--- src/rtl/core/wsm_pkg.sv ---
// Shared types and constants for the wildcard stream matcher.
// Used by wsm_pattern, wsm_nfa and wildcard_stream_matcher; depends on nothing.
`default_nettype none

package wsm_pkg;

	localparam int MAX_PATTERN_DEF = 32;
	localparam int SYM_W           = 8;
	localparam int INDEX_W         = 16;
	localparam int OP_W            = 2;

	localparam logic [SYM_W-1:0]   WILD_ONE  = 8'h2E;
	localparam logic [SYM_W-1:0]   WILD_RUN  = 8'h2A;
	localparam logic [INDEX_W-1:0] INDEX_MAX = '1;

	typedef enum logic [OP_W-1:0] {
		OP_START  = 2'd0,
		OP_APPEND = 2'd1,
		OP_TEXT   = 2'd2
	} opcode_t;

	typedef struct packed {
		logic             start;
		logic             append;
		logic             text;
		logic             last;
		logic [SYM_W-1:0] symbol;
	} wsm_cmd_t;

endpackage

`default_nettype wire

--- src/rtl/core/wildcard_stream_matcher.sv ---
// Top level of the wildcard stream matcher: input register, command decode,
// word counter and result register. Depends on wsm_pkg, wsm_pattern and wsm_nfa.
//
//  Channel | Direction | tdata          | tuser       | tlast
//  s_*     | in        | symbol [7:0]   | opcode[1:0] | end_of_word
//  m_*     | out       | word_index[15:0] | matched   | none
//
// Every transaction passes through the input register, and each result
// then through the result register.
// One transaction is taken per cycle while no held result stalls it; the
// active position step is one parallel update over all pattern positions.
// Reset clears the pattern length, overflow flag and word count, and resets the positions to the start.
// A held result stalls only a transaction that would produce another result.
`default_nettype none

module wildcard_stream_matcher #(
	parameter int MaxPattern = wsm_pkg::MAX_PATTERN_DEF
) (
	input  wire logic                          clk,
	input  wire logic                          arst_n,
	input  wire logic                          s_tvalid,
	output logic                               s_tready,
	input  wire logic [wsm_pkg::SYM_W-1:0]     s_tdata,  // symbol[7:0]
	input  wire logic [wsm_pkg::OP_W-1:0]      s_tuser,  // opcode[1:0]
	input  wire logic                          s_tlast,
	output logic                               m_tvalid,
	input  wire logic                          m_tready,
	output logic [wsm_pkg::INDEX_W-1:0]        m_tdata,  // word_index[15:0]
	output logic                               m_tuser   // matched
);
	import wsm_pkg::*;

	localparam int LEN_W = $clog2(MaxPattern + 1);

	logic               valid_s1;
	logic [OP_W-1:0]    op_s1;
	logic [SYM_W-1:0]   sym_s1;
	logic               eow_s1;
	logic               produce;
	logic               proceed;
	wsm_cmd_t           cmd;

	logic [MaxPattern-1:0][SYM_W-1:0] store;
	logic [LEN_W-1:0]                 length;
	logic [LEN_W-1:0]                 tail_start;
	logic                             overflow;
	logic                             hit;

	logic [INDEX_W-1:0] count_q;
	logic               out_valid_q;
	logic [INDEX_W-1:0] out_index_q;
	logic               out_match_q;

	always_comb begin
		cmd        = '0;
		cmd.symbol = sym_s1;
		cmd.last   = eow_s1;
		if (valid_s1) begin
			unique case (op_s1)
				OP_START:  cmd.start  = 1'b1;
				OP_APPEND: cmd.append = 1'b1;
				OP_TEXT:   cmd.text   = 1'b1;
				default:   ;
			endcase
		end
	end

	assign produce  = cmd.text && cmd.last;
	assign proceed  = !produce || !out_valid_q || m_tready;
	assign s_tready = !valid_s1 || proceed;

	always_ff @(posedge clk or negedge arst_n) begin
		if (!arst_n) begin
			valid_s1 <= 1'b0;
		end else if (s_tready) begin
			valid_s1 <= s_tvalid;
		end
	end

	always_ff @(posedge clk) begin
		if (s_tvalid && s_tready) begin
			op_s1  <= s_tuser;
			sym_s1 <= s_tdata;
			eow_s1 <= s_tlast;
		end
	end

	wsm_cmd_t cmd_go;
	assign cmd_go = proceed ? cmd : '0;

	wsm_pattern #(
		.MaxPattern (MaxPattern),
		.LenW       (LEN_W)
	) u_pattern (
		.clk        (clk),
		.arst_n     (arst_n),
		.cmd        (cmd_go),
		.store      (store),
		.length     (length),
		.tail_start (tail_start),
		.overflow   (overflow)
	);

	wsm_nfa #(
		.MaxPattern (MaxPattern),
		.LenW       (LEN_W)
	) u_nfa (
		.clk        (clk),
		.arst_n     (arst_n),
		.cmd        (cmd_go),
		.store      (store),
		.length     (length),
		.tail_start (tail_start),
		.hit        (hit)
	);

	always_ff @(posedge clk or negedge arst_n) begin
		if (!arst_n) begin
			count_q <= '0;
		end else if (cmd_go.start) begin
			count_q <= '0;
		end else if (cmd_go.text && cmd_go.last && count_q != INDEX_MAX) begin
			count_q <= count_q + 1'b1;
		end
	end

	always_ff @(posedge clk or negedge arst_n) begin
		if (!arst_n) begin
			out_valid_q <= 1'b0;
		end else if (proceed && produce) begin
			out_valid_q <= 1'b1;
		end else if (m_tready) begin
			out_valid_q <= 1'b0;
		end
	end

	always_ff @(posedge clk) begin
		if (proceed && produce) begin
			out_index_q <= count_q;
			out_match_q <= hit && !overflow;
		end
	end

	assign m_tvalid = out_valid_q;
	assign m_tdata  = out_index_q;
	assign m_tuser  = out_match_q;

endmodule

`default_nettype wire

--- src/rtl/core/wsm_pattern.sv ---
// Pattern store with length, trailing star run start and sticky overflow flag.
// Depends on wsm_pkg.
`default_nettype none

module wsm_pattern #(
	parameter int MaxPattern = wsm_pkg::MAX_PATTERN_DEF,
	parameter int LenW       = $clog2(MaxPattern + 1)
) (
	input  wire logic                                       clk,
	input  wire logic                                       arst_n,
	input  wire wsm_pkg::wsm_cmd_t                          cmd,
	output logic [MaxPattern-1:0][wsm_pkg::SYM_W-1:0]       store,
	output logic [LenW-1:0]                                 length,
	output logic [LenW-1:0]                                 tail_start,
	output logic                                            overflow
);
	import wsm_pkg::*;

	localparam int ADDR_W = (MaxPattern > 1) ? $clog2(MaxPattern) : 1;

	logic [MaxPattern-1:0][SYM_W-1:0] store_q;
	logic [LenW-1:0]                  len_q;
	logic [LenW-1:0]                  tail_q;
	logic                             ovf_q;
	logic                             room;
	logic [ADDR_W-1:0]                wr_addr;

	assign room    = len_q < LenW'(MaxPattern);
	assign wr_addr = len_q[ADDR_W-1:0];

	always_ff @(posedge clk) begin
		if (cmd.append && room) begin
			store_q[wr_addr] <= cmd.symbol;
		end
	end

	always_ff @(posedge clk or negedge arst_n) begin
		if (!arst_n) begin
			len_q  <= '0;
			tail_q <= '0;
			ovf_q  <= 1'b0;
		end else if (cmd.start) begin
			len_q  <= '0;
			tail_q <= '0;
			ovf_q  <= 1'b0;
		end else if (cmd.append) begin
			if (room) begin
				len_q <= len_q + 1'b1;
				if (cmd.symbol != WILD_RUN) begin
					tail_q <= len_q + 1'b1;
				end
			end else begin
				ovf_q <= 1'b1;
			end
		end
	end

	assign store      = store_q;
	assign length     = len_q;
	assign tail_start = tail_q;
	assign overflow   = ovf_q;

endmodule

`default_nettype wire

--- src/rtl/core/wsm_nfa.sv ---
// Active position vector of the pattern automaton and the per-character step.
// Depends on wsm_pkg and on the pattern state held by wsm_pattern.
`default_nettype none

module wsm_nfa #(
	parameter int MaxPattern = wsm_pkg::MAX_PATTERN_DEF,
	parameter int LenW       = $clog2(MaxPattern + 1)
) (
	input  wire logic                                  clk,
	input  wire logic                                  arst_n,
	input  wire wsm_pkg::wsm_cmd_t                     cmd,
	input  wire logic [MaxPattern-1:0][wsm_pkg::SYM_W-1:0] store,
	input  wire logic [LenW-1:0]                       length,
	input  wire logic [LenW-1:0]                       tail_start,
	output logic                                       hit
);
	import wsm_pkg::*;

	logic [MaxPattern:0]   active_q;
	logic [MaxPattern:0]   nxt;
	logic [MaxPattern:0]   acc;
	logic [MaxPattern-1:0] live;
	logic [MaxPattern-1:0] star;
	logic [MaxPattern-1:0] pass;

	always_comb begin
		for (int j = 0; j < MaxPattern; j++) begin
			live[j] = active_q[j] && (LenW'(j) < length);
			star[j] = store[j] == WILD_RUN;
			pass[j] = star[j] || store[j] == WILD_ONE || store[j] == cmd.symbol;
		end
		nxt[0] = live[0] && star[0];
		for (int j = 1; j < MaxPattern; j++) begin
			nxt[j] = (live[j] && star[j]) || (live[j-1] && pass[j-1]);
		end
		nxt[MaxPattern] = live[MaxPattern-1] && pass[MaxPattern-1];
		for (int j = 0; j <= MaxPattern; j++) begin
			acc[j] = (LenW'(j) >= tail_start) && (LenW'(j) <= length);
		end
	end

	assign hit = |(nxt & acc);

	always_ff @(posedge clk or negedge arst_n) begin
		if (!arst_n) begin
			active_q <= (MaxPattern + 1)'(1);
		end else if (cmd.start || cmd.append || (cmd.text && cmd.last)) begin
			active_q <= (MaxPattern + 1)'(1);
		end else if (cmd.text) begin
			active_q <= nxt;
		end
	end

endmodule

`default_nettype wire

--- config.mk ---
export PLATFORM = sky130hd
export DESIGN_NAME = wildcard_stream_matcher
export DESIGN_NICKNAME = d
export VERILOG_FILES = /design/src/rtl/core/wsm_pkg.sv /design/src/rtl/core/wildcard_stream_matcher.sv /design/src/rtl/core/wsm_pattern.sv /design/src/rtl/core/wsm_nfa.sv
export SDC_FILE = /design/constraint.sdc
export NUM_CORES = 1
export LEC_CHECK = 0
export BUFFER_PORTS_ARGS = -buffer_cell sky130_fd_sc_hd__buf_2
export CELL_PAD_IN_SITES_DETAIL_PLACEMENT = 1
export CELL_PAD_IN_SITES_GLOBAL_PLACEMENT = 1
export CORE_UTILIZATION = 55
export CTS_BUF_LIST = sky130_fd_sc_hd__clkbuf_2 sky130_fd_sc_hd__clkbuf_4 sky130_fd_sc_hd__clkbuf_8
export DETAILED_ROUTE_END_ITERATION = 6
export PLACE_DENSITY_LB_ADDON = 0.05
export SLEW_MARGIN = 20
export SYNTH_ARGS = -nofsm -noshare
export SYNTH_HDL_FRONTEND = slang
export SYNTH_SLANG_ARGS = --single-unit
--- constraint.sdc ---
create_clock -name clk -period 6.1 [get_ports clk]
set_clock_uncertainty 0.15 [all_clocks]
set_input_delay 1.22 -clock clk [delete_from_list [all_inputs] [get_ports clk]]
set_output_delay 1.22 -clock clk [all_outputs]
set_load 0.1 [all_outputs]
Word level (Yosys, flattened, before mapping):

Index checks and enable logic that the tools add are counted.

* bits of input ports: 15
* logic and storage cells: 525
* flip-flop bits (word level): 347
* output and inout port bits: 19

* $lt $le $gt $ge: 101
* eq/ne operators: 101
* add/subtract/negate cells: 2
* bitwise gates (word level): 1
* reduce and logical (&&, ||, !) cells: 252
* mux-type cells: 24

Operators by type and width (number)
* == test 8 x 6 -> 1 bit, second input constant: 64
* bitwise mux 256 bit: 1
* == test 8 bit: 32
* logical AND 1 bit: 137
* logical OR 1 bit: 100
* greater-or-equal comparator 5 x 6 -> 1 bit, first input constant: 16
* <= comparator 5 x 6 -> 1 bit, first input constant: 16
* < comparator 5 x 6 -> 1 bit, first input constant: 16
* 2-to-1 mux 32 bit: 2
* greater-or-equal comparator 4 x 6 -> 1 bit, first input constant: 8
* <= comparator 4 x 6 -> 1 bit, first input constant: 8
* < comparator 4 x 6 -> 1 bit, first input constant: 8
* 2-to-1 mux 6 bit: 7
* demux 8 bit (select 5 bit): 1
* AND 33 bit: 1
* OR reduction 33 bit: 1
* 2-to-1 mux 16 bit: 2
* greater-or-equal comparator 3 x 6 -> 1 bit, first input constant: 4
* <= comparator 3 x 6 -> 1 bit, first input constant: 4
* < comparator 3 x 6 -> 1 bit, first input constant: 4
* adder 16 x 1 -> 16 bit, second input constant: 1
* inequality test 16 bit, second input constant: 1
* greater-or-equal comparator 1 x 6 -> 1 bit, first input constant: 2
* greater-or-equal comparator 2 x 6 -> 1 bit, first input constant: 2
* other kinds (23): 43

Logic depth before layout (Yosys ltp):

* depth after elaboration: 15
* gate-level depth with buffers: 12

By module:

A second synthesis with hierarchy kept.

* cell total of the unflattened synthesis: 1306
* area total of the unflattened synthesis: 16647.2 sq um

By module, submodules not included
* wsm_pattern: cells each 383, seq. area each 8012.7 sq um, area each 8664.6 sq um, instances 1
* wsm_nfa: cells each 773, seq. area each 802.0 sq um, area each 5997.0 sq um, instances 1
* wildcard_stream_matcher: cells each 150, seq. area each 1291.2 sq um, area each 1985.7 sq um, instances 1

Worst setup path after synthesis:

OpenSTA, ideal clock, no wires.

* kind: input-to-reg
* from: input port m_tready
* to: register out_match_q, in the netlist m_tuser (data pin)
* required time: 5666 ps
* setup slack: 1977 ps
* buffers on the path: 2
* cell stages on the path: 11
* arrival: 3690 ps
* cells stage by stage: nand2b_1 -> clkbuf_1 -> nor2_4 -> buf_4 -> nor2_1 -> xnor2_1 -> o2111ai_1 -> a2111oi_0 -> a311o_1 -> nor4_1 -> a41oi_1

RTL lines
* start: declaration: RTL line wildcard_stream_matcher.sv:27 `input wire logic m_tready,`
* end signal: assignment: RTL line wildcard_stream_matcher.sv:140 `out_match_q <= hit && !overflow;`
* end: declaration: RTL line wildcard_stream_matcher.sv:52 `logic out_match_q;`

Final worst setup path:

* from: input port m_tready
* to: register out_match_q, in the netlist m_tuser (data pin)

* word-level cells in the longest chain between the ends: 9

Ends and longest elaborated chain
* logical OR 1 bit (*): RTL line wildcard_stream_matcher.sv:69 `assign proceed = !produce || !out_valid_q || m_tready;`
* 2-to-1 mux 12 bit (*): RTL line wildcard_stream_matcher.sv:89 `assign cmd_go = proceed ? cmd : '0;`
* == test 8 bit: RTL line wsm_nfa.sv:30 `pass[j] = star[j] || store[j] == WILD_ONE || store[j] == cmd.symbol;`
* logical OR 1 bit: RTL line wsm_nfa.sv:30
* logical AND 1 bit: RTL line wsm_nfa.sv:34 `nxt[j] = (live[j] && star[j]) || (live[j-1] && pass[j-1]);`
* logical OR 1 bit: RTL line wsm_nfa.sv:34
* AND 33 bit (*): RTL line wsm_nfa.sv:42 `assign hit = |(nxt & acc);`
* OR reduction 33 bit (*): RTL line wsm_nfa.sv:42
* logical AND 1 bit (*): RTL line wildcard_stream_matcher.sv:140

Mark *: on every way between the ends. The rest lies on a longest branch, timed or not.
A chain may end at the register's enable or synchronous reset.

==> flow_summary.yaml <==
setup_path:
  criticalPathCategory: "in -> reg"
  cp_slowest_cell: "a2111oi_0"
  critPathTopFamily: "compound AO/OA/AOI/OAI gates"
  max_stage_delay_ns: 0.86
  path_buf_inv: 3
  worstPathMaxFanout: 20
  start_kind: "input port"
  worstSetupEndpointType: "flop"
  arrival_ns: 4.84
  crit_path_frequent_cell: "o21ai_0"
  worstPathRequired_ns: 6.46
  timing.critical_path.cells: "buf_2 > nand2b_1 > nor2_4 > inv_2 > a2111oi_2 > o21ai_0 > a2111oi_0 > buf_4 > nand2_1 > o21ai_0 > nor4_1 > a41oi_1"
timing:
  max_freq_mhz: 223
  rsz0062_at_grt: "no"
  hold_viol: 0
  setup_viol: 0
  fin_crit_ns: 4.47
  timing.final.max_slew_violations: 0
  setup-tns-final_ns: 0
  hold-worst-slack_ns: 0.329
  tightest_slew_ns: 1.07
  period_share_pct: 73.4
  slew_headroom_pct: 27.9
power:
  p_sw_share_pct: 27.2
  p_int_mw: 3.95
  power_mw: 5.42
  p_comb_share_pct: 10.4
  power_density_nw_per_um2: 266
  pwr-share-clk_pct: 40.3
  seqPwrFrac_pct: 49.3
  ir_worst_vdd_mv: 0.224
  power.leakage_nw: 6.72
  switchingPower_mw: 1.47
layout:
  multiInputGateArea_um2: 7850
  seq_area_um2: 10100
  antenna_cells: 0
  nFillCells: 3410
  nets: 1723
  mostFrequentLayoutCells: "edfxtp_1, nor2_1, nand2_1"
  drive_gt1_share_pct: 12.5
  syn_to_final_growth_pct: 10.3
  mostFrequentLayoutCell: "edfxtp_1"
synthesis:
  synth_edf_count: 284
  synth_top_family_by_area: "compound AO/OA/AOI/OAI gates"
  synth_area_leaders: "edfxtp_1, dfrtp_1, xnor2_1"
  ys.flop_type: "edfxtp_1"
  syn_nets: 1693
  synth-simple-area-share_pct: 17.4
  synth_compound_area_share_pct: 18.6
  syn_inst: 1673
  synth_xor_area_share_pct: 5.50
  synth_top_area_share_pct: 46.1
  synth_seq_area_share_pct: 54.7
  synthMuxAreaShare_pct: 0.162
  syn_area_um2: 18500
  ys_seq_elements: 347
  yosysUniqueCellTypes: 86
  yosysWarnings: 0
  yosys.area.top_type: "edfxtp_1"
  synth_fa_ha_area_share_pct: 0.338
  async_flop_share_pct: 18.2
  syn_avg_cell_area_um2: 11.0
clocking:
  clock_latency_ns: 0.68
  post_cts_resize_count: 0
  clk_pin_slew_worst_paths_ns: 0.07
  clk_path_buf_depth: 3
  cts.sinks: 347
  clockRootBuffer: "clkbuf_8"
  cts_tree: "done"
  holdBufCountCts: 0
  htreeDepth: 2
  cts-buffers-inserted: 57
  post-cts-setup-buffers: 0
floorplan:
  die_area_um2: 34300
  die_w_um: 185
  fp.dieH_um: 185
  num_rows: 66
  start_util_pct: 56.4
  ios: 34
  coreArea_um2: 32800
detailed_routing:
  drc: 0
  num_vias: 16500
  viasPerCell: 7.52
  ant_nets: 0
  dr.pass1.iters: 6
  routedWlPerCell_um: 33.6
  drt-total-wl_um: 73700
  drtIter0Drc: 2053
grt:
  antenna_found_initial: 0
  grt_usage_pct: 43.7
  grt_pass1_vias: 16600
  grt_pass1_wl_um: 107000
  grt_start_max_net_pins: 64
  grt_overflow: 0
placed_design:
  port-buffer-count: 33
  hpwl_um: 47500
  gp_congestion: 1.03
status:
  status: "complete, no violations"
hold_path:
  hold_class: "reg -> reg"
run:
  maxCapViolCount: 0
sequential cells by signal, indices dropped and copies added, names as in the netlist:
| signal | flops |
|---|---|
| m_tuser | 1 |
| u_pattern.store | 256 |
| m_tdata | 16 |
| valid_s1 | 1 |
| op_s1 | 2 |
| u_pattern.length | 6 |
| m_tvalid | 1 |
| eow_s1 | 1 |
| u_pattern.tail_start | 6 |
| count_q | 16 |
| u_nfa.active_q | 32 |
| u_pattern.overflow | 1 |
| sym_s1 | 8 |
power groups by stage:
stage | logic, mW | clock network (mW) | registers [mW]
floorplan | 0.327 | 0 | 2.68
global placement | 0.522 | 0 | 2.71
detailed placement | 0.537 | 0 | 2.71
CTS | 0.541 | 2.19 | 2.66
global route | 0.580 | 2.28 | 2.67
finish | 0.564 | 2.19 | 2.67
layout make-up:
cell class              instances  area share [%]
clock buffers                  86            5.22
clock inverters                18           0.687
inverters                      34           0.626
multi-input cells            1184            38.5
flip-flops and latches        347            49.6
well taps                     442            2.71
repair buffers                 79            2.66
cell usage after synthesis (20+ instances only):
cell / count
nand2_1: 95
or3_1: 22
nor4_1: 38
nor4bb_1: 21
buf_2: 42
nand2b_1: 20
nor3_1: 35
nor2b_1: 40
a21oi_1: 50
inv_1: 30
nand3_1: 36
nand4_1: 40
xor2_1: 27
xnor2_1: 89
o22ai_1: 39
nor2_1: 129
o32ai_1: 46
a31oi_1: 63
clkbuf_1: 48
a22o_1: 26
and3_1: 21
nor4b_1: 21
o21ai_0: 82
dfrtp_1: 62
edfxtp_1: 284
kinds of logic (layout without fill, tap and decap cells):
group | after synthesis | count (layout)
AND/OR/NAND/NOR | 578 | 578
AO/OA/AOI/OAI | 482 | 482
flip-flops | 347 | 347
buffers and inverters | 142 | 217
XOR/XNOR | 116 | 116
adder cells (fa/ha/maj) | 5 | 5
multiplexers | 3 | 3
worst min-delay path, stage by stage (launching register included):
cell,delay [ns]
dfstp_2,0.38
inv_1,0.05
a21oi_1,0.05
per-layer routing:
layer | global-route usage [%] | share of wire, % | vias to the layer above
met4 | 26.3 | 6.1 | 0
li1 | - | - | 6689
met1 | 56.6 | 38 | 8193
met5 | 0 | 0 | -
met3 | 11.2 | 12 | 314
met2 | 65.9 | 44 | 1271
final timing paths:
check                             startpoint           endpoint  slack, ns  cells past startpoint
max                                 m_tready            m_tuser       1.63                     12
min                        u_nfa.active_q[0]  u_nfa.active_q[0]       0.33                      2
max reg2reg                         op_s1[0]            m_tuser       1.73                     11
min reg2reg                u_nfa.active_q[0]  u_nfa.active_q[0]       0.33                      2
max in group asynchronous             arst_n         count_q[4]       4.54                      2
min in group asynchronous             arst_n           m_tvalid       0.60                      2
stage by stage:
stage,setup slack (ns),util [%],instance area (um2),cells
after floorplan,1.98,-,18500,1673
after global placement,1.40,58.3,19100,2085
after detailed placement,1.12,58.4,19100,2086
after CTS,1.81,62.1,20400,2190
after global routing,1.61,62.2,20400,2190
final,1.63,62.2,20400,2190
Note: power is estimated with default switching activity, not from simulation.
